===== config.mk =====
export PLATFORM = sky130hd
export DESIGN_NAME = frme_exec
export DESIGN_NICKNAME = d
export VERILOG_FILES = /design/src/design/frme_pkg.sv /design/src/design/frme_exec.sv
export VERILOG_INCLUDE_DIRS = /design/src /design/src/design
export SDC_FILE = /design/constraint.sdc
export NUM_CORES = 1
export LEC_CHECK = 0
export BUFFER_PORTS_ARGS = -buffer_cell sky130_fd_sc_hd__buf_2
export CAP_MARGIN = 25
export CORE_AREA = 2 2 295 297
export CTS_CLUSTER_SIZE = 10
export DETAILED_ROUTE_END_ITERATION = 16
export DIE_AREA = 0 0 297 299
export REMOVE_ABC_BUFFERS = 1
export SYNTH_ARGS = -nofsm -noshare
export SYNTH_HDL_FRONTEND = slang
export SYNTH_SLANG_ARGS = --single-unit

===== constraint.sdc =====
create_clock -name aclk -period 7.63 [get_ports aclk]
set_input_delay 0.763 -clock aclk [delete_from_list [all_inputs] [get_ports aclk]]
set_output_delay 0.763 -clock aclk [all_outputs]
set_load 0.01 [all_outputs]

===== src/design/assert_macros.svh =====
// assertion macros shared by the execute unit rtl
`ifndef ASSERT_MACROS_SVH
`define ASSERT_MACROS_SVH

`ifndef SYNTH
`define FRME_ASSERT(label, clk, rstn, prop, msg) \
    label: assert property (@(posedge clk) disable iff (!(rstn)) prop) else $error(msg);
`else
`define FRME_ASSERT(label, clk, rstn, prop, msg)
`endif

`ifndef SYNTH
`define FRME_ASSERT_ALWAYS(label, clk, prop, msg) \
    label: assert property (@(posedge clk) prop) else $error(msg);
`else
`define FRME_ASSERT_ALWAYS(label, clk, prop, msg)
`endif

`endif


===== src/design/frme_pkg.sv =====
// types, codes and helpers for the four-register execute unit
`default_nettype none

package frme_pkg;

    localparam int DATA_WIDTH   = 64;
    localparam int MEM_WORDS    = 1024;
    localparam int ADDR_W       = $clog2(MEM_WORDS);
    localparam int IMM_W        = 31;
    localparam int RAM_W        = DATA_WIDTH + 1;
    localparam int IN_FIELDS_W  = 3 + 2 + 2 + IMM_W + 2 + 2 + IMM_W + 3;
    localparam int IN_W         = ((IN_FIELDS_W + 7) / 8) * 8;
    localparam int OUT_FIELDS_W = 3 + 1 + DATA_WIDTH;
    localparam int OUT_W        = ((OUT_FIELDS_W + 7) / 8) * 8;

    typedef logic [DATA_WIDTH-1:0]      data_t;
    typedef logic [ADDR_W-1:0]          addr_t;
    typedef logic [2:0]                 cmd_t;
    typedef logic [1:0]                 kind_t;
    typedef logic [1:0]                 reg_idx_t;
    typedef logic [IMM_W-1:0]           imm_t;
    typedef logic [2:0]                 cond_t;
    typedef logic [2:0]                 status_t;
    typedef logic [3:0][DATA_WIDTH-1:0] regfile_t;

    localparam cmd_t CMD_ADD = 3'd0;
    localparam cmd_t CMD_SUB = 3'd1;
    localparam cmd_t CMD_OR  = 3'd2;
    localparam cmd_t CMD_AND = 3'd3;
    localparam cmd_t CMD_NOT = 3'd4;
    localparam cmd_t CMD_MOV = 3'd5;
    localparam cmd_t CMD_CMP = 3'd6;
    localparam cmd_t CMD_JMP = 3'd7;

    localparam kind_t KIND_REG       = 2'd0;
    localparam kind_t KIND_IMM       = 2'd1;
    localparam kind_t KIND_MEM_CONST = 2'd2;
    localparam kind_t KIND_MEM_REG   = 2'd3;

    localparam cond_t COND_NONE = 3'd0;
    localparam cond_t COND_JE   = 3'd1;
    localparam cond_t COND_JNE  = 3'd2;
    localparam cond_t COND_JGE  = 3'd3;
    localparam cond_t COND_JL   = 3'd4;

    localparam status_t ST_OK         = 3'd0;
    localparam status_t ST_BAD_FIRST  = 3'd1;
    localparam status_t ST_BAD_SECOND = 3'd2;
    localparam status_t ST_UNWRITTEN  = 3'd3;
    localparam status_t ST_RANGE      = 3'd4;

    typedef struct packed {
        cmd_t     cmd;
        kind_t    first_kind;
        kind_t    second_kind;
        cond_t    condition;
        data_t    op_a;
        data_t    op_b;
        reg_idx_t dst_reg;
        logic     dst_ok;
        addr_t    dst_addr;
        logic     src_ok;
        logic     fwd_hit;
        data_t    fwd_data;
    } issue_item_t;

    typedef struct packed {
        logic     reg_we;
        reg_idx_t reg_idx;
        data_t    reg_data;
        logic     mem_we;
        addr_t    mem_addr;
        data_t    mem_data;
    } commit_t;

    function automatic data_t imm_to_data(input imm_t v);
        logic [IMM_W+DATA_WIDTH-1:0] wide;
        wide = {{DATA_WIDTH{1'b0}}, v};
        return wide[DATA_WIDTH-1:0];
    endfunction

    function automatic logic reg_addr_ok(input data_t a);
        return 64'(a) < 64'(MEM_WORDS);
    endfunction

    function automatic logic const_addr_ok(input imm_t v);
        return 64'(v) < 64'(MEM_WORDS);
    endfunction

endpackage

`default_nettype wire


===== src/design/frme_exec.sv =====
// execute stage: alu, compare, move, register file and output register
`default_nettype none

`include "assert_macros.svh"

module frme_exec (
    input  wire logic                               aclk,
    input  wire logic                               aresetn,
    input  wire logic                               b_valid,
    input  wire frme_pkg::issue_item_t              b_item,
    input  wire logic [frme_pkg::RAM_W-1:0]         ram_rdata,
    output      logic                               b_ready,
    output      frme_pkg::regfile_t                 regs,
    output      frme_pkg::commit_t                  commit,
    output      logic                               m_tvalid,
    input  wire logic                               m_tready,
    output      logic [frme_pkg::OUT_W-1:0]         m_tdata
);

    localparam int WV_LO = 4;
    localparam int WV_HI = 3 + frme_pkg::DATA_WIDTH;

    frme_pkg::regfile_t              regs_reg;
    logic                            m_tvalid_reg;
    logic                            m_tvalid_next;
    logic [frme_pkg::OUT_W-1:0]      m_tdata_reg;
    logic [frme_pkg::OUT_W-1:0]      m_tdata_next;
    logic                            out_free;
    logic                            advance;
    logic                            mem_valid;
    frme_pkg::data_t                 mem_data;
    frme_pkg::data_t                 alu;
    frme_pkg::status_t               status;
    logic                            taken;
    frme_pkg::data_t                 wval;
    logic                            reg_we;
    logic                            mem_we;
    logic                            first_mem;
    logic                            second_mem;

    assign out_free = !m_tvalid_reg || m_tready;
    assign advance  = b_valid && out_free;
    assign b_ready  = !b_valid || out_free;

    assign mem_valid = b_item.fwd_hit ? 1'b1 : ram_rdata[frme_pkg::DATA_WIDTH];
    assign mem_data  = b_item.fwd_hit ? b_item.fwd_data
                       : ram_rdata[frme_pkg::DATA_WIDTH-1:0];

    assign first_mem  = (b_item.first_kind == frme_pkg::KIND_MEM_CONST) ||
                        (b_item.first_kind == frme_pkg::KIND_MEM_REG);
    assign second_mem = (b_item.second_kind == frme_pkg::KIND_MEM_CONST) ||
                        (b_item.second_kind == frme_pkg::KIND_MEM_REG);

    always_comb begin
        case (b_item.cmd)
            frme_pkg::CMD_ADD: alu = b_item.op_a + b_item.op_b;
            frme_pkg::CMD_SUB: alu = b_item.op_a - b_item.op_b;
            frme_pkg::CMD_OR:  alu = b_item.op_a | b_item.op_b;
            frme_pkg::CMD_AND: alu = b_item.op_a & b_item.op_b;
            default:           alu = ~b_item.op_a;
        endcase
    end

    always_comb begin
        status = frme_pkg::ST_OK;
        taken  = 1'b0;
        wval   = '0;
        reg_we = 1'b0;
        mem_we = 1'b0;
        case (b_item.cmd)
            frme_pkg::CMD_ADD, frme_pkg::CMD_SUB, frme_pkg::CMD_OR, frme_pkg::CMD_AND,
            frme_pkg::CMD_NOT: begin
                if (b_item.first_kind != frme_pkg::KIND_REG) begin
                    status = frme_pkg::ST_BAD_FIRST;
                end else if (b_item.cmd != frme_pkg::CMD_NOT && second_mem) begin
                    status = frme_pkg::ST_BAD_SECOND;
                end else begin
                    reg_we = 1'b1;
                    wval   = alu;
                end
            end
            frme_pkg::CMD_MOV: begin
                if (b_item.first_kind == frme_pkg::KIND_IMM) begin
                    status = frme_pkg::ST_BAD_FIRST;
                end else if (first_mem && !b_item.dst_ok) begin
                    status = frme_pkg::ST_RANGE;
                end else if (second_mem && !b_item.src_ok) begin
                    status = frme_pkg::ST_RANGE;
                end else if (second_mem && !mem_valid) begin
                    status = frme_pkg::ST_UNWRITTEN;
                end else begin
                    wval   = second_mem ? mem_data : b_item.op_b;
                    reg_we = !first_mem;
                    mem_we = first_mem;
                end
            end
            frme_pkg::CMD_CMP: begin
                if (b_item.first_kind != frme_pkg::KIND_REG &&
                    b_item.first_kind != frme_pkg::KIND_IMM) begin
                    status = frme_pkg::ST_BAD_FIRST;
                end else if (second_mem) begin
                    status = frme_pkg::ST_BAD_SECOND;
                end else begin
                    case (b_item.condition)
                        frme_pkg::COND_JE:  taken = (b_item.op_a == b_item.op_b);
                        frme_pkg::COND_JNE: taken = (b_item.op_a != b_item.op_b);
                        frme_pkg::COND_JGE: taken = (b_item.op_a >= b_item.op_b);
                        frme_pkg::COND_JL:  taken = (b_item.op_a < b_item.op_b);
                        default:            taken = 1'b0;
                    endcase
                end
            end
            default: begin
                taken = 1'b1;
            end
        endcase
    end

    assign commit.reg_we   = advance && reg_we;
    assign commit.reg_idx  = b_item.dst_reg;
    assign commit.reg_data = wval;
    assign commit.mem_we   = advance && mem_we;
    assign commit.mem_addr = b_item.dst_addr;
    assign commit.mem_data = wval;

    always_ff @(posedge aclk) begin
        if (!aresetn) begin
            regs_reg <= '0;
        end else if (commit.reg_we) begin
            regs_reg[commit.reg_idx] <= commit.reg_data;
        end
    end

    assign m_tvalid_next = advance ? 1'b1 : (m_tready ? 1'b0 : m_tvalid_reg);
    assign m_tdata_next  = frme_pkg::OUT_W'({wval, taken, status});

    always_ff @(posedge aclk) begin
        if (!aresetn) begin
            m_tvalid_reg <= 1'b0;
        end else begin
            m_tvalid_reg <= m_tvalid_next;
        end
    end

    always_ff @(posedge aclk) begin
        if (advance) begin
            m_tdata_reg <= m_tdata_next;
        end
    end

    assign regs     = regs_reg;
    assign m_tvalid = m_tvalid_reg;
    assign m_tdata  = m_tdata_reg;

    `FRME_ASSERT(a_fault_writes_nothing, aclk, aresetn,
        m_tvalid_reg && (m_tdata_reg[2:0] != frme_pkg::ST_OK) |->
            (m_tdata_reg[WV_HI:WV_LO] == '0) && !m_tdata_reg[3],
        "faulted instruction reports a write or branch")
    `FRME_ASSERT(a_item_reaches_output, aclk, aresetn,
        b_valid && out_free |=> m_tvalid_reg,
        "executed instruction missing from output")
    `FRME_ASSERT(a_single_destination, aclk, aresetn,
        !(commit.reg_we && commit.mem_we),
        "register and memory written together")

endmodule

`default_nettype wire


==> run metrics <==
number of buffers between clock root and the deepest sink=3; 1st-iter DRT viols=2,386; leading cell type in the layout, fill and taps excluded=buf_2; global-route wire length before repair=167 mm; Max Transition Viols Final=0; fraction of synthesized area in multiplexers=between 3 and 4%; effective utilization at floorplan=between 20 and 30%; post-synthesis to final-layout area growth=21.6%; cell with the largest stage delay on the worst path=a21oi_1; post-synthesis sequential element count=approximately 330; number of flip-flops under the largest register name=~260; portion of the post-synthesis area used by sequential elements=between 20% and 30%; total CTS buffers=41; routed length per instance=about 23 µm; post-route fraction of the period consumed by the critical path=78.1%; TritonCTS clock tree=done; CTS Hold Bufs=0; R2R Setup Slk=about 4700 ps; async set or reset register ratio after synthesis=0%; Fin. Hold Viols=0; final cell count without fillers=roughly 5,000; Post-Synth XOR/XNOR Area=under 10%; post-route cell area=approximately 30,000 µm²; total iterations of the first detailed-routing run=5; data required time of the worst path=roughly 6900 ps; Setup Skew=approximately 15 ps; number of top-level pins=758; crit path cell chain=buf_2 -> inv_1 -> ha_1 -> nor4_1 -> nand3_1 -> nor4_1 -> o21ai_1 -> a21oi_1 -> o21ai_1 -> a21oi_1 -> nor3b_1 -> a211oi_1 -> xnor2_1 -> o221ai_1 -> buf_2; Clk pwr share=about 37%; share of the core filled with cells=around a third; pwr dens=about 170 nW/µm²; number of warnings reported in the yosys synthesis log=0; Min Clock Period, post-route=about 6000 ps; capturing element type of the critical path=output port; gate family responsible for the most delay along the worst path=compound AO/OA/AOI/OAI gates; biggest fanout along the worst timing path=11; Final Wtd Congestion=just under 1; Detailed Route WL=around 120 mm; dominant cell type by area after synthesis=dfxtp_1; die area=between 80,000 and 90,000 µm²; remaining design rule violation count=0; commonest cells after routing, fill and taps aside=729 x buf_2, 372 x a21oi_1, 307 x nor2_1, 293 x o21ai_0, 257 x dfxtp_1; Die X=slightly below 300 µm; reg2reg start=m_tvalid; count of cell types in the netlist=87; VDD IR-drop max=approximately 0.00012 V; Slew HR=between 20% and 30%; Root Driver=clkbuf_16; Hold Path End=regs[182]; number of placement rows=between 100 and 150; slew at the pin closest to its max-slew limit=about 1100 ps; Primary FF master, synth=dfxtp_1; worst min path class=reg -> reg; clock input transition at the sequential cells of the worst setup and hold paths=50 ps; maximum number of pins on one net before global-route repair=89; CTS sink count=roughly 330; number of instances resized during post-cts repair=0; power share of the combinational group=26.8%; filler instances=just over 9,000; result of the run=finished clean; number of cells on the worst hold path=2; Sw Pwr=1680 µW; die height=roughly 300 µm; Mapped Area=24,900 µm²; CP Class=in -> out; buffer count from post-CTS setup fixing=0; source of the worst hold timing path=regs[182]; gate count after technology mapping=about 3,300; cell-internal power=roughly 3300 µW; post-DP HPWL=between 90 and 100 mm; vias per inst=between 5 and 6; net switching share of the total power=around 34%; crit path launch type=input pin; worst-skew pair later-pin latency=560 ps; H-tree depth=2; cell area reported after detailed placement=28,900 µm²; count of flip-flops with a built-in enable after synthesis=68; routed via count=about 27,000; total instance count after detailed placement=4,900; longest individual stage delay on the worst path=~580 ps; highest clock rate=168 MHz; cell leakage power=approximately 0.014 µW; post-route antenna net violation count=0; overall global routing resource usage=24.6%; Reg-to-Reg End=regs[150]; share of the synthesized area in compound gates (AO/OA/AOI/OAI)=30.5%; synthesized-area fraction occupied by adder cells=a little over a tenth; combinational family with the most area after synthesis=compound AO/OA/AOI/OAI gates; Max-cap violations=0; simple-gate portion of the synthesized area=between 10% and 20%; antenna violations before repair=36; sequential share of power=a little over a third; final layout net count=4,286; # setup viols final=0; core area=about 86,000 µm²; worst path arrival time=around 5200 ps; Yosys top cell area share=20.7%; ratio of cells with drive above 1 in the final layout=a little under a quarter; setup repair after global routing missed its margin=no; mean instance size in the synthesized netlist=approximately 7.6 µm²; number of global-route vias before repair=~24,000; overflow left after global routing=0; count of buffers from port buffering=732; buffers and inverters on the worst path=3; Register-to-Register Path Depth=8; largest cells by area after synthesis=dfxtp_1 21%, ha_1 11%, edfxtp_1 8.2%
cell families (layout without fill, tap and decap cells):
kind of cell	Yosys count	in the layout
simple gates	827	827
flops	325	325
buf+inv	562	1106
compound gates	1209	1209
mux	77	77
xor+xnor	61	61
other cells	1	22
fa+ha+maj	211	211
synth_stat cells (all sizes together) (4+ instances only):
library cell / number
nand2b: 15
nor4: 36
edfxtp: 68
a211o: 8
o211ai: 62
dfxtp: 257
clkbuf: 179
a21o: 16
a221o: 7
o31a: 5
mux2i: 75
nor2b: 25
nand2: 256
o21ai: 305
a211oi: 136
nand3: 67
o221ai: 14
or2: 10
a22oi: 20
nor2: 308
xor2: 9
o31ai: 62
o21bai: 31
a31oi: 26
nand4: 29
o32ai: 9
a21bo: 4
a32o: 4
nand3b: 4
a311oi: 8
a22o: 4
and3: 14
a21boi: 12
ha: 209
a21oi: 372
nor3: 34
xnor2: 52
a221oi: 15
o22ai: 34
inv: 249
and2: 11
or3: 9
buf: 134
o21a: 16
worst reg2reg max path, cell delays in order, from the launching register on:
cell      delay [ps]
dfxtp_1          310
nor2b_1          180
nor2b_4          170
o2111a_1         310
nor2b_1          310
and2_4           530
buf_4            650
o21ai_0          240
a21oi_1          160
worst max-delay path by stage:
stage	start	end	slack, ps	cells past startpoint
2_1_floorplan	m_tready	regs[38]	-840	7
3_3_place_gp	b_item[100]	commit[136]	1790	15
3_5_place_dp	b_item[100]	commit[136]	1850	15
4_1_cts	b_item[100]	commit[136]	1820	15
5_1_grt	b_item[100]	commit[61]	1530	15
6_report	b_item[100]	commit[136]	1670	15
through the flow:
| step | worst slack [ps] | hold WS (ps) | power [µW] | setup TNS (ps) |
|---|---|---|---|---|
| floorplan | -838 | 483 | 2580 | -52830 |
| global placement | 1790 | 448 | 3150 | 0 |
| detailed placement | 1850 | 453 | 3150 | 0 |
| CTS | 1820 | 441 | 5020 | 0 |
| global route | 1530 | 466 | 5210 | 0 |
| finish | 1670 | 461 | 4990 | 0 |
area by class of cell:
cell class	instances	area [µm²]	share of cell area, %
antenna	18	45.0	0.149
clock buffer	68	1210	4.00
clock inverter	6	40.0	0.132
inverter	249	937	3.10
multi-input combinational	2389	15300	50.5
sequential	325	7190	23.8
tap	1155	1450	4.78
timing repair buffer	783	4090	13.5
layer usage:
metal / wire (µm) / track usage [%] / part of all wire [%] / vias up
met1: 50100 / 32.4 / 43 / 12600
met2: 54500 / 41.2 / 47 / 1040
met5: 192 / 0 / 0.17 / -
met3: 7180 / 3.77 / 6.2 / 185
li1: - / - / - / 12700
met4: 3680 / 8.13 / 3.2 / 28
power by group through the flow:
stage	sequential, µW	clock [µW]	combinational [µW]
after global routing	1810	1960	1450
after global placement	1840	0	1310
after CTS	1800	1900	1320
after detailed placement	1840	0	1310
after floorplan	1860	0	722
final	1800	1850	1330
Note: power is estimated with default switching activity, not from simulation.
