<file path="src/design/assert_macros.svh">
// assertion macros shared by the execute unit rtl
`ifndef ASSERT_MACROS_SVH
`define ASSERT_MACROS_SVH

`ifndef SYNTH
`define FRME_ASSERT(label, clk, rstn, prop, msg) \
    label: assert property (@(posedge clk) disable iff (!(rstn)) prop) else $error(msg);
`else
`define FRME_ASSERT(label, clk, rstn, prop, msg)
`endif

`ifndef SYNTH
`define FRME_ASSERT_ALWAYS(label, clk, prop, msg) \
    label: assert property (@(posedge clk) prop) else $error(msg);
`else
`define FRME_ASSERT_ALWAYS(label, clk, prop, msg)
`endif

`endif

</file>
<file path="src/design/frme_pkg.sv">
// types, codes and helpers for the four-register execute unit
`default_nettype none

package frme_pkg;

    localparam int DATA_WIDTH   = 64;
    localparam int MEM_WORDS    = 1024;
    localparam int ADDR_W       = $clog2(MEM_WORDS);
    localparam int IMM_W        = 31;
    localparam int RAM_W        = DATA_WIDTH + 1;
    localparam int IN_FIELDS_W  = 3 + 2 + 2 + IMM_W + 2 + 2 + IMM_W + 3;
    localparam int IN_W         = ((IN_FIELDS_W + 7) / 8) * 8;
    localparam int OUT_FIELDS_W = 3 + 1 + DATA_WIDTH;
    localparam int OUT_W        = ((OUT_FIELDS_W + 7) / 8) * 8;

    typedef logic [DATA_WIDTH-1:0]      data_t;
    typedef logic [ADDR_W-1:0]          addr_t;
    typedef logic [2:0]                 cmd_t;
    typedef logic [1:0]                 kind_t;
    typedef logic [1:0]                 reg_idx_t;
    typedef logic [IMM_W-1:0]           imm_t;
    typedef logic [2:0]                 cond_t;
    typedef logic [2:0]                 status_t;
    typedef logic [3:0][DATA_WIDTH-1:0] regfile_t;

    localparam cmd_t CMD_ADD = 3'd0;
    localparam cmd_t CMD_SUB = 3'd1;
    localparam cmd_t CMD_OR  = 3'd2;
    localparam cmd_t CMD_AND = 3'd3;
    localparam cmd_t CMD_NOT = 3'd4;
    localparam cmd_t CMD_MOV = 3'd5;
    localparam cmd_t CMD_CMP = 3'd6;
    localparam cmd_t CMD_JMP = 3'd7;

    localparam kind_t KIND_REG       = 2'd0;
    localparam kind_t KIND_IMM       = 2'd1;
    localparam kind_t KIND_MEM_CONST = 2'd2;
    localparam kind_t KIND_MEM_REG   = 2'd3;

    localparam cond_t COND_NONE = 3'd0;
    localparam cond_t COND_JE   = 3'd1;
    localparam cond_t COND_JNE  = 3'd2;
    localparam cond_t COND_JGE  = 3'd3;
    localparam cond_t COND_JL   = 3'd4;

    localparam status_t ST_OK         = 3'd0;
    localparam status_t ST_BAD_FIRST  = 3'd1;
    localparam status_t ST_BAD_SECOND = 3'd2;
    localparam status_t ST_UNWRITTEN  = 3'd3;
    localparam status_t ST_RANGE      = 3'd4;

    typedef struct packed {
        cmd_t     cmd;
        kind_t    first_kind;
        kind_t    second_kind;
        cond_t    condition;
        data_t    op_a;
        data_t    op_b;
        reg_idx_t dst_reg;
        logic     dst_ok;
        addr_t    dst_addr;
        logic     src_ok;
        logic     fwd_hit;
        data_t    fwd_data;
    } issue_item_t;

    typedef struct packed {
        logic     reg_we;
        reg_idx_t reg_idx;
        data_t    reg_data;
        logic     mem_we;
        addr_t    mem_addr;
        data_t    mem_data;
    } commit_t;

    function automatic data_t imm_to_data(input imm_t v);
        logic [IMM_W+DATA_WIDTH-1:0] wide;
        wide = {{DATA_WIDTH{1'b0}}, v};
        return wide[DATA_WIDTH-1:0];
    endfunction

    function automatic logic reg_addr_ok(input data_t a);
        return 64'(a) < 64'(MEM_WORDS);
    endfunction

    function automatic logic const_addr_ok(input imm_t v);
        return 64'(v) < 64'(MEM_WORDS);
    endfunction

endpackage

`default_nettype wire

</file>
<file path="src/design/frme_issue.sv">
// issue stage: operand fetch with forwarding, address resolve, memory read launch
`default_nettype none

module frme_issue (
    input  wire logic                     aclk,
    input  wire logic                     aresetn,
    input  wire logic                     s_accept,
    input  wire frme_pkg::cmd_t           cmd,
    input  wire frme_pkg::kind_t          first_kind,
    input  wire frme_pkg::reg_idx_t       first_reg,
    input  wire frme_pkg::imm_t           first_value,
    input  wire frme_pkg::kind_t          second_kind,
    input  wire frme_pkg::reg_idx_t       second_reg,
    input  wire frme_pkg::imm_t           second_value,
    input  wire frme_pkg::cond_t          condition,
    input  wire frme_pkg::regfile_t       regs,
    input  wire frme_pkg::commit_t        commit,
    input  wire logic                     b_ready,
    output      logic                     b_valid,
    output      frme_pkg::issue_item_t    b_item,
    output      logic                     ram_re,
    output      frme_pkg::addr_t          ram_raddr
);

    logic                  b_valid_reg;
    logic                  b_valid_next;
    frme_pkg::issue_item_t b_item_reg;
    frme_pkg::issue_item_t b_item_next;
    frme_pkg::regfile_t    rv;
    frme_pkg::addr_t       saddr;

    // register view after the instruction now committing
    always_comb begin
        for (int i = 0; i < 4; i++) begin
            if (commit.reg_we && commit.reg_idx == 2'(i)) begin
                rv[i] = commit.reg_data;
            end else begin
                rv[i] = regs[i];
            end
        end
    end

    always_comb begin
        if (second_kind == frme_pkg::KIND_MEM_CONST) begin
            saddr = frme_pkg::ADDR_W'(second_value);
        end else begin
            saddr = frme_pkg::ADDR_W'(rv[second_reg]);
        end

        b_item_next.cmd         = cmd;
        b_item_next.first_kind  = first_kind;
        b_item_next.second_kind = second_kind;
        b_item_next.condition   = condition;
        b_item_next.op_a        = (first_kind == frme_pkg::KIND_REG) ? rv[first_reg]
                                  : frme_pkg::imm_to_data(first_value);
        b_item_next.op_b        = (second_kind == frme_pkg::KIND_REG) ? rv[second_reg]
                                  : frme_pkg::imm_to_data(second_value);
        b_item_next.dst_reg     = first_reg;
        if (first_kind == frme_pkg::KIND_MEM_CONST) begin
            b_item_next.dst_ok   = frme_pkg::const_addr_ok(first_value);
            b_item_next.dst_addr = frme_pkg::ADDR_W'(first_value);
        end else begin
            b_item_next.dst_ok   = frme_pkg::reg_addr_ok(rv[first_reg]);
            b_item_next.dst_addr = frme_pkg::ADDR_W'(rv[first_reg]);
        end
        if (second_kind == frme_pkg::KIND_MEM_CONST) begin
            b_item_next.src_ok = frme_pkg::const_addr_ok(second_value);
        end else begin
            b_item_next.src_ok = frme_pkg::reg_addr_ok(rv[second_reg]);
        end
        // ram reads old contents while the committing store lands
        b_item_next.fwd_hit  = commit.mem_we && (commit.mem_addr == saddr);
        b_item_next.fwd_data = commit.mem_data;
    end

    assign b_valid_next = b_ready ? s_accept : b_valid_reg;

    always_ff @(posedge aclk) begin
        if (!aresetn) begin
            b_valid_reg <= 1'b0;
        end else begin
            b_valid_reg <= b_valid_next;
        end
    end

    always_ff @(posedge aclk) begin
        if (s_accept) begin
            b_item_reg <= b_item_next;
        end
    end

    assign b_valid   = b_valid_reg;
    assign b_item    = b_item_reg;
    assign ram_re    = s_accept;
    assign ram_raddr = saddr;

endmodule

`default_nettype wire

</file>
<file path="config.mk">
export PLATFORM = sky130hd
export DESIGN_NAME = frme_issue
export DESIGN_NICKNAME = d
export VERILOG_FILES = /design/src/design/assert_macros.svh /design/src/design/frme_pkg.sv /design/src/design/frme_issue.sv
export SDC_FILE = /design/constraint.sdc
export NUM_CORES = 1
export LEC_CHECK = 0
export ABC_AREA = 1
export BUFFER_PORTS_ARGS = -buffer_cell sky130_fd_sc_hd__buf_2
export CAP_MARGIN = 20
export CORE_AREA = 2 2 278 280
export DETAILED_ROUTE_END_ITERATION = 8
export DIE_AREA = 0 0 280 282
export PLACE_DENSITY = 0.45
export SLEW_MARGIN = 20
export SYNTH_ARGS = -nofsm -noshare
export SYNTH_HDL_FRONTEND = slang
export SYNTH_SLANG_ARGS = --single-unit
</file>
<file path="constraint.sdc">
create_clock -name aclk -period 1.8 [get_ports aclk]
set_input_delay 0.18 -clock aclk [delete_from_list [all_inputs] [get_ports aclk]]
set_output_delay 0.18 -clock aclk [all_outputs]
set_load 0.02 [all_outputs]
</file>
==> summary.txt, run 1 <==
Layout
  • # fillers: around 8,000
  • Area Growth Syn to Fin: 66.9%
  • Max reg flops: ~220
  • Layout cell share with drive strength beyond 1: between 30% and 40%
  • Post-layout net count: 4,014
  • Final Util: approximately 36%

Clocking
  • Worst-Skew Late Latency: around 0.61 ns
  • CTS tree: built
  • H-tree levels: 1
  • CTS Buf Count: 29
  • Clock Tree Root: clkbuf_16
  • Max clock buf depth: 3
  • Clk sinks: roughly 220
  • Clock Pin Slew Worst Setup and Hold Paths: roughly 0.060 ns

Synthesis
  • Synth unique cells: 31
  • Sequential fraction of the synthesis area: about 40%
  • Leading area contributor after synthesis: edfxtp_1
  • Cells after synthesis: roughly 2,400
  • Share of the synthesized area in the top cell type: ~40%
  • Mapped cell area: ~0.016 mm2
  • Post-synth EDFFs: roughly 220
  • Yosys reg bits: about 220
  • Ys async rst share: 0%
  • Synth top area cells: edfxtp_1, nand2_1, nand3_1
  • Synth warn: 0
  • Most used DFF post-synth: edfxtp_1
  • Top post-synthesis cells by count: nand2_1, nand3_1, edfxtp_1
  • Syn nets: ~2,900
  • Syn_area_per_cell: 6.68 um2
  • Most common cell in the synthesized netlist: nand2_1

Global routing
  • Vias in the first global route: 21,400
  • Initial antenna violation count: 26
  • Total grt overflow: 0
  • First-pass GRT wire length: 146,000 um
  • Gr usage total: around a quarter
  • Largest net degree at the start of global routing: 60

STA
  • Final hold vios: 0
  • Final Slew Violations: 0
  • Worst Clk Skew: 0 ns
  • Min Tclk post-route: 1.73 ns
  • Worst-Margin Slew: ~0.60 ns
  • Final TNS setup: 0 ns
  • Final worst path period share: between 90 and 100%
  • Final Setup Violations: 0
  • Max Clock Freq: 577 MHz
  • Slew margin rel.: about 60%
  • Unrepaired setup endpoints after global routing: yes

Detailed routing
  • TritonRoute pass-1 iters: 7
  • DRC violations left: 0
  • Post-Route WL: roughly 100,000 um
  • Antenna viol nets, final: 0
  • Wire per inst: about 23 um
  • DRT iter0 DRCs: around 2,000
  • Vias/cell: slightly below 5
  • Via count: ~22,000

Floorplanning
  • Initial core utilization: between 20 and 25%
  • Row cnt: a little over 100
  • Die Width: 280 um
  • DIE AREA: about 0.08 mm2
  • Core area: 0.0757 mm2
  • Ports: approximately 710
  • Die H: 282 um

Pwr
  • Worst vdd ir: between 0.5 and 0.6 mV
  • Pwr dens: ~680 mW/mm2
  • Total power: ~0.019 W
  • Pleak: 13.3 nW

Worst setup path
  • Setup Crit Path Kind: in2reg
  • Crit path DAT: approximately 2.1 ns
  • Worst Path Max Fanout: 7
  • Worst setup SP type: input pin
  • Critical R2R Launch: b_valid$_SDFFE_PN0P_
  • Crit. Startpoint: commit[141]
  • CP required: approximately 2.2 ns
  • Crit path capture type: register

Place
  • HPWL Detailed: 80,400 um
  • Input/output buffers: roughly 710
  • Placer Congestion: 0.910

Worst hold path
  • Hold path startpoint: first_value[17]
  • Hold Path Class: in2reg

Status
  • Status: finished, final reports clean

Job
  • Maxcap violations: 0
## where the power goes
group | leakage [nW] | internal [W] | switching, W
registers | 2.12 | 0.00609 | 0.000125
clock network | 0.455 | 0.00354 | 0.00250
logic | 10.7 | 0.00255 | 0.00376
## path summary, 6_finish.rpt
kind / end / slack [ns] / depth (start not counted)
worst min register to register: b_valid$_SDFFE_PN0P_ / 1.10 / 3
worst min-delay path: b_item[160]$_DFFE_PP_ / 0.05 / 3
worst max-delay path: b_item[81]$_DFFE_PP_ / 0.07 / 17
worst max register to register: b_valid$_SDFFE_PN0P_ / 0.62 / 3
## layer usage
layer / track usage (%) / vias up / wire length, um / part of all wire [%]
met5: 0 / - / 79 / 0.076
met4: 6.17 / 14 / 2550 / 2.4
met3: 5.15 / 161 / 9260 / 8.9
met2: 40.2 / 1097 / 46700 / 45
met1: 34.3 / 10400 / 45600 / 44
li1: - / 10500 / - / -
## placed cells by master (no fill, tap or decap), drive strengths merged
cell | netlist | layout
o22ai | 1 | 1
edfxtp | 217 | 217
nand3 | 561 | 561
a31oi | 43 | 43
dfxtp | 1 | 1
o32a | 1 | 1
a21o | 1 | 1
a32o | 2 | 2
bufinv | 0 | 4
clkbuf | 109 | 39
buf | 69 | 1106
bufbuf | 0 | 2
nor3 | 2 | 2
clkinv | 2 | 11
inv | 157 | 156
nand2 | 845 | 845
diode | 0 | 15
nand3b | 6 | 6
o211ai | 11 | 11
dlygate4sd3 | 0 | 136
clkinvlp | 0 | 3
o21ai | 147 | 147
nor4 | 9 | 9
and2 | 1 | 1
a21oi | 69 | 69
a311oi | 1 | 1
or2 | 9 | 9
nand4 | 48 | 48
nor2 | 126 | 126
## cells by family (layout without fill, tap and decap cells)
group / after synthesis / in the layout / share of synthesized area, %
buffers and inverters: 337 / 1457 / 8.12
flip-flops: 218 / 218 / 40.2
other: 0 / 15 / 0
AO/OA/AOI/OAI: 276 / 276 / 9.12
AND/OR/NAND/NOR: 1607 / 1607 / 42.6
## per-stage QoR
step	instance area (um2)	cells	hold WS [ns]	worst slack (ns)
3_5_place_dp	23900	4311	0.358	-1.11
4_1_cts	26900	4535	0.00216	-0.0422
3_3_place_gp	23900	4311	0.356	-1.18
5_1_grt	27200	4545	0.0425	-0.0616
6_report	27200	4551	0.0467	0.0682
2_1_floorplan	16300	2438	0.273	0.00111
## final cells by class
type / instances / area, um2 / area share [%]
repair buffers: 1245 / 8930 / 32.8
well taps: 978 / 1220 / 4.50
clock buffers: 38 / 759 / 2.79
multi-input cells: 1883 / 8880 / 32.7
inverters: 159 / 614 / 2.26
clock inverters: 15 / 196 / 0.723
diodes: 15 / 37.5 / 0.138
flip-flops and latches: 218 / 6540 / 24.1
## what timing repair did
item | 4_1_cts | 5_1_grt
gates resized for setup | 117 | 58
buffers inserted | 35 | 3
endpoints found under the setup margin | 13 | 14
hold buffers | 136 | 0
hold endpoints to repair | 156 | 0
pin swaps | 23 | 19
cloned | 4 | 1
## worst max-delay path, stage by stage
cell and delay (ns):
buf_8 0.12, buf_4 0.13, nand3_4 0.10, buf_12 0.17
bufbuf_16 0.26, nand2_2 0.05, o21ai_2 0.06, nand2_1 0.07
nand3_2 0.08, buf_4 0.14, buf_4 0.12, buf_4 0.12
buf_4 0.12, buf_4 0.13, buf_4 0.12, nand3_1 0.07
nand2_1 0.05
Power figures use the tool's default switching activity.
==> inputs of run 2 (changes only) <==
--- a/config.mk
+++ b/config.mk
@@ -6,7 +6,7 @@
 export NUM_CORES = 1
 export LEC_CHECK = 0
 export ABC_AREA = 1
-export BUFFER_PORTS_ARGS = -buffer_cell sky130_fd_sc_hd__buf_2
+export BUFFER_PORTS_ARGS = -buffer_cell sky130_fd_sc_hd__clkbuf_2
 export CAP_MARGIN = 20
 export CORE_AREA = 2 2 278 280
 export DETAILED_ROUTE_END_ITERATION = 8
==> summary.txt, run 2 (synthesis results as in run 1) <==
Status
  • Status: finished, violations left
  • Failing checks: negative setup slack

Pwr
  • P_int: 0.0124 W (+2.2%)
  • Switching share of power: 34.8% (+0.38 points)
  • Worst vdd ir: 0.650 mV (+9.9%)
  • Pleak: 14.0 nW (+5.2%)
  • Clk pwr share: 32.8% (+0.2 points)
  • Pwr dens: 676 mW/mm2 (-0.96%)
  • Sequential share of power: 32.7% (-0.8 points)
  • Combinational Power Share: 34.6% (+0.6 points)
  • P_sw: 0.00664 W (+3.9%)

Clocking
  • CTS tree: built
  • H-tree levels: 1 (unchanged)
  • Max clock buf depth: 3 (unchanged)
  • Worst-Skew Late Latency: 0.60 ns (about the same)
  • Clock Tree Root: clkbuf_16
  • Clock Pin Slew Worst Setup and Hold Paths: 0.06 ns (about the same)
  • CTS Buf Count: 29 (unchanged)
  • Clk sinks: 218 (unchanged)

Layout
  • Most frequent cells in the layout: nand2_1, clkbuf_2, nand3_1, buf_4, edfxtp_1
  • Max reg flops: 217 (unchanged)
  • Layout cell share with drive strength beyond 1: 38.5% (+2.6 points)
  • Post-layout net count: 4,112 (+2.4%)
  • Area Growth Syn to Fin: 73.3%
  • Final Util: 37.3% (+1.4 points)
  • Non-filler cells, final: 4,645 (+2.1%)
  • Leading cell type in the layout, fill and taps excluded: nand2_1

Place
  • Worst slack, placed: -0.983 ns (+0.131 ns)
  • Input/output buffers: 706 (unchanged)
  • Placer Congestion: 0.932 (+2.5%)
  • Placed cell count: 4,388 (+1.8%)
  • HPWL Detailed: 83,700 um (+4.2%)

Floorplanning
  • Ports: 707 (unchanged)
  • Core area: 0.0757 mm2 (unchanged)
  • Die Width: 280 um (unchanged)
  • Row cnt: 101 (unchanged)
  • DIE AREA: 0.0790 mm2 (unchanged)
  • Die H: 282 um (unchanged)
  • Initial core utilization: 21.5% (unchanged)

STA
  • Worst-Margin Slew: 0.488 ns (-0.110 ns)
  • Unrepaired setup endpoints after global routing: yes
  • Slew margin rel.: 67.1% (+7.0 points)
  • Final Setup Violations: 8 (+8)
  • Final setup margin: -0.143 ns (-0.211 ns)
  • Final Slew Violations: 0 (unchanged)
  • Min Tclk post-route: 1.94 ns (+0.211 ns)
  • Worst Clk Skew: 0 ns (unchanged)
  • Final worst path period share: 108% (+12 points)
  • Max Clock Freq: 515 MHz (-11%)
  • Final hold vios: 0 (unchanged)

Worst setup path
  • Crit path DAT: 1.76 ns (-0.35 ns)
  • Max stage delay on crit path: 0.21 ns (-0.05 ns)
  • Slowest cell on crit path: nor2_4
  • Crit path capture type: output pin
  • Worst setup SP type: input pin
  • Crit path top cell by count: buf_6
  • Setup Crit Path Kind: in2out
  • Worst Path Max Fanout: 6 (-1)
  • Bufs and invs on worst path: 5 (-5)
  • Cell family with most CP delay: simple AND/OR/NAND/NOR gates
  • CP required: 1.62 ns (-0.55 ns)
  • Worst path cell trace: clkbuf_16, buf_12, nor2_4, nand2_8, buf_6, buf_6, o211ai_1, nand3_1, nand2_1, nand2_2, nand2_4, buf_8

Global routing
  • Gr usage total: 25.8% (+0.76 points)
  • Total grt overflow: 0 (unchanged)
  • First-pass GRT wire length: 150,000 um (+2.9%)
  • Initial antenna violation count: 21 (-19%)
  • Vias in the first global route: 22,000 (+3.2%)
  • Largest net degree at the start of global routing: 63 (+5.0%)

Detailed routing
  • Via count: 22,600 (+1.7%)
  • Vias/cell: 4.86 (-0.35%)
  • Post-Route WL: 106,000 um (+2.1%)
  • Antenna viol nets, final: 0 (unchanged)
  • DRT iter0 DRCs: 2,065 (+2.3%)
  • DRC violations left: 0 (unchanged)
  • Wire per inst: 22.9 um (about the same)
  • TritonRoute pass-1 iters: 6 (-1)

Worst hold path
  • Hold Path Class: in2reg

Job
  • Maxcap violations: 0 (unchanged)
## run 2: final timing paths
check	cells past startpoint	slack, ns	start	end
min reg2reg	3	1.12	b_valid$_SDFFE_PN0P_	b_valid$_SDFFE_PN0P_
min	3	0.03	first_value[18]	b_item[161]$_DFFE_PP_
max reg2reg	3	0.59	b_valid$_SDFFE_PN0P_	b_valid$_SDFFE_PN0P_
max	12	-0.14	commit[140]	ram_raddr[5]
## run 2: final cells by class
class                      count  area (um2)
clock buffer                  38         779
tap                          978        1220
antenna                       10        25.0
timing repair buffer        1342        9770
sequential                   218        6540
fill                        8106       47500
inverter                     159         614
multi-input combinational   1884        9050
clock inverter                16         210
## run 2: power groups by stage
stage	combinational, W	clock [W]	sequential, W
6_report	0.00659	0.00625	0.00624
4_1_cts	0.00639	0.00643	0.00624
3_5_place_dp	0.00588	0	0.00634
5_1_grt	0.00709	0.00660	0.00627
3_3_place_gp	0.00590	0	0.00633
2_1_floorplan	0.00198	0	0.00688
## run 2: layer usage
layer  wire, um  global-route usage (%)  up-vias
met5        116                       0        -
met4       3210                    7.71       18
met3       8790                    5.88      173
met2      47600                    41.0     1058
met1      46700                    34.9    10600
li1           -                       -    10700
## run 2: repair_timing
action | in CTS | in global routing
gates resized for setup | 102 | 131
gates cloned | 3 | 0
hold endpoints to repair | 156 | 0
setup buffers | 59 | 13
hold buffers | 133 | 0
setup endpoints to repair | 12 | 18
pin swaps | 29 | 57
## run 2: per-stage QoR
| step | hold WS (ns) | setup TNS, ns | power [W] | cell area (um2) |
|---|---|---|---|---|
| after global routing | 0.0372 | -1.54 | 0.0200 | 28200 |
| after detailed placement | 0.359 | -28.87 | 0.0122 | 24500 |
| final | 0.0283 | -0.651 | 0.0191 | 28200 |
| after global placement | 0.357 | -27.88 | 0.0122 | 24500 |
| after CTS | 0.00121 | -0.390 | 0.0191 | 27700 |
| after floorplan | 0.273 | 0 | 0.00886 | 16300 |
## run 2: worst min-delay path, delay by kind of cell
kind                   cells  cell delay (ns)
AOI/OAI and AO/OA          1             0.06
buffers and inverters      1             0.11
and+or+nand+nor            1             0.11
